[src/rtl/core/hsvrgb_pkg.sv]
package hsvrgb_pkg;

  localparam int unsigned HueW    = 16;
  localparam int unsigned LevelW  = 8;
  localparam int unsigned FracW   = 16;
  localparam int unsigned SectorW = 3;
  localparam int unsigned H6W     = HueW + SectorW;
  localparam int unsigned DenW    = LevelW + FracW;
  localparam int unsigned ProdW   = LevelW + DenW;
  localparam int unsigned NumW    = 2 * LevelW;

  localparam logic [LevelW-1:0] FullScale = 8'd255;
  // 255 * 65536, the common denominator of q and t
  localparam logic [DenW-1:0]   Den       = 24'hFF0000;
  localparam logic [FracW:0]    FracOne   = 17'h10000;

  typedef logic [LevelW-1:0] level_t;
  typedef logic [FracW-1:0]  frac_t;
  typedef logic [HueW-1:0]   hue_t;

  // sixths of the hue circle
  typedef enum logic [SectorW-1:0] {
    SectorRedYel = 3'd0,
    SectorYelGrn = 3'd1,
    SectorGrnCyn = 3'd2,
    SectorCynBlu = 3'd3,
    SectorBluMag = 3'd4,
    SectorMagRed = 3'd5
  } sector_e;

endpackage

[src/rtl/core/hsvrgb_hsv_if.sv]
interface hsvrgb_hsv_if import hsvrgb_pkg::*; ();

  logic   valid;
  logic   ready;
  hue_t   hue;
  level_t saturation;
  level_t brightness;

  modport source (output valid, hue, saturation, brightness, input ready);
  modport sink   (input valid, hue, saturation, brightness, output ready);

endinterface

[src/rtl/core/hsvrgb_rgb_if.sv]
interface hsvrgb_rgb_if import hsvrgb_pkg::*; ();

  logic   valid;
  logic   ready;
  level_t red;
  level_t green;
  level_t blue;

  modport source (output valid, red, green, blue, input ready);
  modport sink   (input valid, red, green, blue, output ready);

endinterface

[src/rtl/core/hsvrgb_div255.sv]
// floor(num / 255) for num up to 255 * 255
module hsvrgb_div255 import hsvrgb_pkg::*; (
  input  logic [NumW-1:0] num_i,
  output level_t          quot_o
);

  level_t          hi;
  level_t          lo;
  logic [LevelW:0] rem;

  // num / 256 never overshoots; the remainder hi + lo stays below 2 * 255
  assign hi     = num_i[NumW-1:LevelW];
  assign lo     = num_i[LevelW-1:0];
  assign rem    = {1'b0, hi} + {1'b0, lo};
  assign quot_o = hi + level_t'(rem >= {1'b0, FullScale});

endmodule

[src/rtl/core/hsv_to_rgb_color_convert.sv]
// channel | modport | transfer when          | payload
// hsv_i   | sink    | valid && ready at edge | hue[15:0], saturation[7:0], brightness[7:0]
// rgb_o   | source  | valid && ready at edge | red[7:0], green[7:0], blue[7:0]
//
// four register stages: sector and p product, s*f products, v products,
// divide by 255 and sector select into the output register
// one colour per clock sustained while rgb_o.ready stays high
// rst_ni clears the stage valid bits only
// each stage moves on when empty or when the stage after it moves, so a stalled
// output holds its colour while earlier stages still fill their bubbles
module hsv_to_rgb_color_convert import hsvrgb_pkg::*; (
  input  logic         clk_i,
  input  logic         rst_ni,
  hsvrgb_hsv_if.sink   hsv_i,
  hsvrgb_rgb_if.source rgb_o
);

  logic en1, en2, en3, en4;

  logic           s1_valid_q, s2_valid_q, s3_valid_q, out_valid_q;
  sector_e        s1_sector_q, s2_sector_q, s3_sector_q;
  frac_t          s1_frac_q;
  level_t         s1_sat_q;
  level_t         s1_val_q, s2_val_q, s3_val_q;
  logic [NumW-1:0] s1_pnum_q, s2_pnum_q, s3_pnum_q;
  logic [DenW-1:0] s2_qden_q, s2_tden_q;
  logic [NumW-1:0] s3_qnum_q, s3_tnum_q;
  level_t         red_q, green_q, blue_q;

  logic [H6W-1:0]   h6;
  level_t           sat_inv;
  logic [NumW-1:0]  pnum_d;
  logic [DenW-1:0]  sf_prod;
  logic [FracW:0]   frac_inv;
  logic [DenW:0]    st_prod;
  logic [ProdW-1:0] qprod, tprod;
  level_t           p, q, t;
  level_t           red_d, green_d, blue_d;

  assign en4 = ~out_valid_q | rgb_o.ready;
  assign en3 = ~s3_valid_q | en4;
  assign en2 = ~s2_valid_q | en3;
  assign en1 = ~s1_valid_q | en2;
  assign hsv_i.ready = en1;

  // stage 1: hue * 6 as shift-add, p numerator
  assign h6      = {1'b0, hsv_i.hue, 2'b00} + {2'b00, hsv_i.hue, 1'b0};
  assign sat_inv = FullScale - hsv_i.saturation;
  assign pnum_d  = {{LevelW{1'b0}}, hsv_i.brightness} * {{LevelW{1'b0}}, sat_inv};

  // stage 2: D - s*f and D - s*(1-f)
  assign sf_prod  = {{FracW{1'b0}}, s1_sat_q} * {{LevelW{1'b0}}, s1_frac_q};
  assign frac_inv = FracOne - {1'b0, s1_frac_q};
  assign st_prod  = {{(FracW+1){1'b0}}, s1_sat_q} * {{LevelW{1'b0}}, frac_inv};

  // stage 3: v times numerators, dropping the 65536 part of the denominator
  assign qprod = {{DenW{1'b0}}, s2_val_q} * {{LevelW{1'b0}}, s2_qden_q};
  assign tprod = {{DenW{1'b0}}, s2_val_q} * {{LevelW{1'b0}}, s2_tden_q};

  // stage 4: the remaining / 255, then the sector table
  hsvrgb_div255 u_div_p (.num_i(s3_pnum_q), .quot_o(p));
  hsvrgb_div255 u_div_q (.num_i(s3_qnum_q), .quot_o(q));
  hsvrgb_div255 u_div_t (.num_i(s3_tnum_q), .quot_o(t));

  // zero saturation needs no special arm: p, q and t all come out as v
  always_comb begin
    unique case (s3_sector_q)
      SectorRedYel: begin red_d = s3_val_q; green_d = t;        blue_d = p;        end
      SectorYelGrn: begin red_d = q;        green_d = s3_val_q; blue_d = p;        end
      SectorGrnCyn: begin red_d = p;        green_d = s3_val_q; blue_d = t;        end
      SectorCynBlu: begin red_d = p;        green_d = q;        blue_d = s3_val_q; end
      SectorBluMag: begin red_d = t;        green_d = p;        blue_d = s3_val_q; end
      default:      begin red_d = s3_val_q; green_d = p;        blue_d = q;        end
    endcase
  end

  always_ff @(posedge clk_i or negedge rst_ni) begin
    if (!rst_ni) begin
      s1_valid_q  <= 1'b0;
      s2_valid_q  <= 1'b0;
      s3_valid_q  <= 1'b0;
      out_valid_q <= 1'b0;
    end else begin
      if (en1) s1_valid_q  <= hsv_i.valid;
      if (en2) s2_valid_q  <= s1_valid_q;
      if (en3) s3_valid_q  <= s2_valid_q;
      if (en4) out_valid_q <= s3_valid_q;
    end
  end

  always_ff @(posedge clk_i) begin
    if (en1) begin
      s1_sector_q <= sector_e'(h6[H6W-1:FracW]);
      s1_frac_q   <= h6[FracW-1:0];
      s1_sat_q    <= hsv_i.saturation;
      s1_val_q    <= hsv_i.brightness;
      s1_pnum_q   <= pnum_d;
    end
    if (en2) begin
      s2_sector_q <= s1_sector_q;
      s2_val_q    <= s1_val_q;
      s2_pnum_q   <= s1_pnum_q;
      s2_qden_q   <= Den - sf_prod;
      s2_tden_q   <= Den - st_prod[DenW-1:0];
    end
    if (en3) begin
      s3_sector_q <= s2_sector_q;
      s3_val_q    <= s2_val_q;
      s3_pnum_q   <= s2_pnum_q;
      s3_qnum_q   <= qprod[ProdW-1:FracW];
      s3_tnum_q   <= tprod[ProdW-1:FracW];
    end
    if (en4) begin
      red_q   <= red_d;
      green_q <= green_d;
      blue_q  <= blue_d;
    end
  end

  assign rgb_o.valid = out_valid_q;
  assign rgb_o.red   = red_q;
  assign rgb_o.green = green_q;
  assign rgb_o.blue  = blue_q;

endmodule
[src/flat_wrapper.sv]
// flat-port wrapper written by rule: the top's interface ports become plain ports
module hsv_to_rgb_color_convert_flat import hsvrgb_pkg::*;
  (clk_i, rst_ni, hsv_i_valid, hsv_i_hue, hsv_i_saturation, hsv_i_brightness, hsv_i_ready, rgb_o_valid, rgb_o_red, rgb_o_green, rgb_o_blue, rgb_o_ready);
  hsvrgb_hsv_if hsv_i_i ();
  hsvrgb_rgb_if rgb_o_i ();
  input  logic clk_i;
  input  logic rst_ni;
  input wire logic [$bits(hsv_i_i.valid)-1:0] hsv_i_valid;
  input wire logic [$bits(hsv_i_i.hue)-1:0] hsv_i_hue;
  input wire logic [$bits(hsv_i_i.saturation)-1:0] hsv_i_saturation;
  input wire logic [$bits(hsv_i_i.brightness)-1:0] hsv_i_brightness;
  output wire logic [$bits(hsv_i_i.ready)-1:0] hsv_i_ready;
  output wire logic [$bits(rgb_o_i.valid)-1:0] rgb_o_valid;
  output wire logic [$bits(rgb_o_i.red)-1:0] rgb_o_red;
  output wire logic [$bits(rgb_o_i.green)-1:0] rgb_o_green;
  output wire logic [$bits(rgb_o_i.blue)-1:0] rgb_o_blue;
  input wire logic [$bits(rgb_o_i.ready)-1:0] rgb_o_ready;
  assign hsv_i_i.valid = hsv_i_valid;
  assign hsv_i_i.hue = hsv_i_hue;
  assign hsv_i_i.saturation = hsv_i_saturation;
  assign hsv_i_i.brightness = hsv_i_brightness;
  assign hsv_i_ready = hsv_i_i.ready;
  assign rgb_o_valid = rgb_o_i.valid;
  assign rgb_o_red = rgb_o_i.red;
  assign rgb_o_green = rgb_o_i.green;
  assign rgb_o_blue = rgb_o_i.blue;
  assign rgb_o_i.ready = rgb_o_ready;
  hsv_to_rgb_color_convert u_core (.clk_i(clk_i), .rst_ni(rst_ni), .hsv_i(hsv_i_i), .rgb_o(rgb_o_i));
endmodule
[config.mk]
export PLATFORM = sky130hd
export DESIGN_NAME = hsv_to_rgb_color_convert_flat
export DESIGN_NICKNAME = d
export VERILOG_FILES = /design/src/rtl/core/hsvrgb_pkg.sv /design/src/rtl/core/hsvrgb_hsv_if.sv /design/src/rtl/core/hsvrgb_rgb_if.sv /design/src/rtl/core/hsvrgb_div255.sv /design/src/rtl/core/hsv_to_rgb_color_convert.sv /design/src/flat_wrapper.sv
export SDC_FILE = /design/constraint.sdc
export NUM_CORES = 2
export LEC_CHECK = 0
export BUFFER_PORTS_ARGS = -buffer_cell sky130_fd_sc_hd__buf_2
export CORE_MARGIN = 4
export CORE_UTILIZATION = 50
export DETAILED_ROUTE_END_ITERATION = 7
export GPL_ROUTABILITY_DRIVEN = 1
export PLACE_DENSITY = 0.64
export RECOVER_POWER = 25
export SLEW_MARGIN = 20
export SYNTH_ARGS = -nofsm -noshare
export SYNTH_HDL_FRONTEND = slang
export SYNTH_SLANG_ARGS = --single-unit
[constraint.sdc]
create_clock -name clk_i -period 5.4 [get_ports clk_i]
set_input_delay 0.27 -clock clk_i [delete_from_list [all_inputs] [get_ports clk_i]]
set_output_delay 0.27 -clock clk_i [all_outputs]
set_load 0.05 [all_outputs]
==> results_dict.tcl <==
set metrics [dict create \
    status "finished, violations left" \
    violations "setup timing" \
    gp_congestion 0.892 \
    max-slew-margin-rel 0.296 \
    fin_skew_ps 23.7 \
    synth_enable_flop_cells 205 \
    dieWidth_um 252 \
    yosysTopAreaCellShare 0.304 \
    postPlaceCellArea_sq_mm 0.0321 \
    htreeDepth 1 \
    hpwl_um 54200 \
    endpoint_kind "flip-flop" \
    clock-sinks 209 \
    yosysTopAreaCell "fa_1" \
    cts_buffers 26 \
    period_minus_slack_ps 5460 \
    hp-class "input port to flip-flop" \
    firstDrtPassIters 5 \
    ff2ff_setup_slack_ps -60 \
    grt_max_degree 74 \
    cts_tree "built" \
    r2r_cells 22 \
    syn-mean-instance-area_sq_um 9.77 \
    port_buffers 61 \
    antenna_found_initial 0 \
    synth_nets 3834 \
    drv_slew 0 \
    setup_slack_ps -56.7 \
    reg2reg_from "u_core.s1_frac_q[6]" \
    setup_viol 2 \
    vias 21100 \
    diodes 0 \
    syn_area_sq_mm 0.0298 \
    clockBufferDepth 3 \
    ys_ff_latch 209 \
    hold_start "hsv_i_hue[1]" \
    viasPerCell 5.27 \
    core_sq_mm 0.0590 \
    tightestPinTransition_ps 1060 \
    design_area_sq_mm 0.0338 \
    synth_top_cells_by_count "inv_1 (571), fa_1 (453), nand2_1 (399)" \
    seq_area_frac_synth 0.210 \
    r2r_end "u_core.s2_tden_q[22]" \
    grt_usage 0.213 \
    io_pins 62 \
    hold_viol 0 \
    clk_latency_ps 560 \
    rsz0062_at_grt "yes" \
    preCtsSetupSlack_ps -267 \
    ys_types 67 \
    crit_type "flip-flop to flip-flop" \
    path_clk_slew_ps 70 \
    syn2layout_area_growth_pct 13.4 \
    clock.fmax_mhz 183 \
    fill_cells 5042 \
    path_max_fanout 4 \
    die_h_um 252 \
    maxCapViolations 0 \
    rows 89 \
    wl_per_cell_um 16.8 \
    arrival_ps 5780 \
    drtAntennaViolNets 0 \
    fp.dieArea_sq_mm 0.0636 \
    async_reset_ff_frac 0.0191 \
    drive_gt1_frac 0.112 \
    drc 0 \
    wirelength_um 67400 \
    critPathLaunch "u_core.s1_frac_q[6]" \
    fin_setup_tns_ps -91.5 \
    hold_end "u_core.s1_frac_q[2]" \
    yosysWarnings 0 \
    whs_path_depth 2 \
    synthCells 3049 \
    first_iter_violations 1287 \
    fin_nets 3996 \
    synth_area_leaders "fa_1 (30%), edfxtp_1 (21%), ha_1 (12%)" \
    required_ps 5720 \
    grt_overflow 0 \
    timing.final.crit_share 1.01 \
    start_kind "flip-flop" \
    yosysMostFrequentCell "inv_1" \
    grt_pass1_wl_um 112000 \
    start_util 0.505 \
    grt_pass1_vias 22500 \
    yosys_most_used_dff "edfxtp_1" \
    root_buffer "clkbuf_16" \
]
==> what timing repair did <==
action,in CTS,in global routing
hold endpoints to repair,7,0
gates resized for setup,40,76
gates cloned,0,1
endpoints found under the setup margin,9,27
buffers inserted,11,14
pin swaps,30,35
hold buffers,4,0
==> state kept, by name (all words and copies together) (netlist names) <==
register            cells
u_core.s2_tden_q       23
u_core.s2_qden_q       22
u_core.s1_pnum_q       16
u_core.s2_pnum_q       16
u_core.s3_pnum_q       16
u_core.s3_qnum_q       16
u_core.s3_tnum_q       16
u_core.s1_frac_q       15
u_core.rgb_o.blue       8
u_core.rgb_o.green      8
u_core.rgb_o.red        8
u_core.s1_sat_q         8
u_core.s1_val_q         8
u_core.s2_val_q         8
u_core.s3_val_q         8
u_core.s1_sector_q      3
u_core.s2_sector_q      3
u_core.s3_sector_q      3
u_core.rgb_o.valid      1
u_core.s1_valid_q       1
u_core.s2_valid_q       1
u_core.s3_valid_q       1
==> worst max-delay path, cell delays in order (launching register included) <==
cell,delay (ps)
edfxtp_1,450
nor4_4,360
nor4b_4,280
nand2_2,150
nor3_4,160
xnor2_2,100
and2_4,170
fa_1,510
inv_1,60
fa_1,450
fa_1,490
inv_1,50
fa_1,490
inv_2,50
ha_4,210
a21o_1,180
a21o_1,150
a21o_1,180
a21oi_2,200
o221ai_2,150
o21a_1,200
nor2_2,100
xnor2_1,70
==> worst max-delay path by stage <==
stage                                 to  slack [ps]  cells after the start
floorplan           u_core.s2_tden_q[22]          -4                     21
global placement    u_core.s2_tden_q[22]        -180                     22
detailed placement  u_core.s2_tden_q[22]        -270                     22
CTS                 u_core.s2_tden_q[22]         -30                     22
global route        u_core.s2_tden_q[22]        -290                     22
finish              u_core.s2_tden_q[22]         -60                     22
==> logic make-up (layout without fill, tap and decap cells) <==
group / after synthesis / after routing / share of synthesized area
mux: 18 / 18 / 0.00609
simple gates: 962 / 962 / 0.162
fa+ha+maj: 749 / 749 / 0.429
xor+xnor: 141 / 141 / 0.0414
buf+inv: 666 / 846 / 0.0840
flops: 209 / 209 / 0.210
compound gates: 304 / 304 / 0.0682
==> layout make-up <==
type                            count  area, sq um  area share
Inverter                          574         2150      0.0637
Clock buffer                       27          676      0.0200
Clock inverter                     19          297     0.00877
Multi-Input combinational cell   2174        21700       0.643
Tap cell                          773          967      0.0286
Timing Repair Buffer              226         1730      0.0511
Sequential cell                   209         6260       0.185
==> routing by layer <==
metal  vias up  routed length (um)  track usage
met5         -                   0            0
met4         0                1510       0.0509
met3        98                2990       0.0240
met2       496               33100        0.368
met1     10600               29700        0.292
li1       9894                   -            -
==> placed cells by master (no fill, tap or decap), types with 49 or more instances in the layout <==
cell        n
nand2_1   386
fa_1      444
xnor2_1    84
edfxtp_1  205
a21oi_1    82
inv_1     558
buf_4     137
nor2_1     64
and2_1    293
nor2b_1    54
o21ai_0    49
ha_1      284
==> stage by stage <==
step	hold slack [ps]	std cells	utilization
after global placement	76.5	3928	0.544
after detailed placement	81.1	3928	0.544
after floorplan	-25.6	3049	-
final	72.0	4002	0.573
after CTS	1.66	3989	0.566
after global routing	64.3	4002	0.573
Power is left out: the tool's default activity adds up to more than one toggle a clock period on the data nets, which glitch-free logic cannot reach.
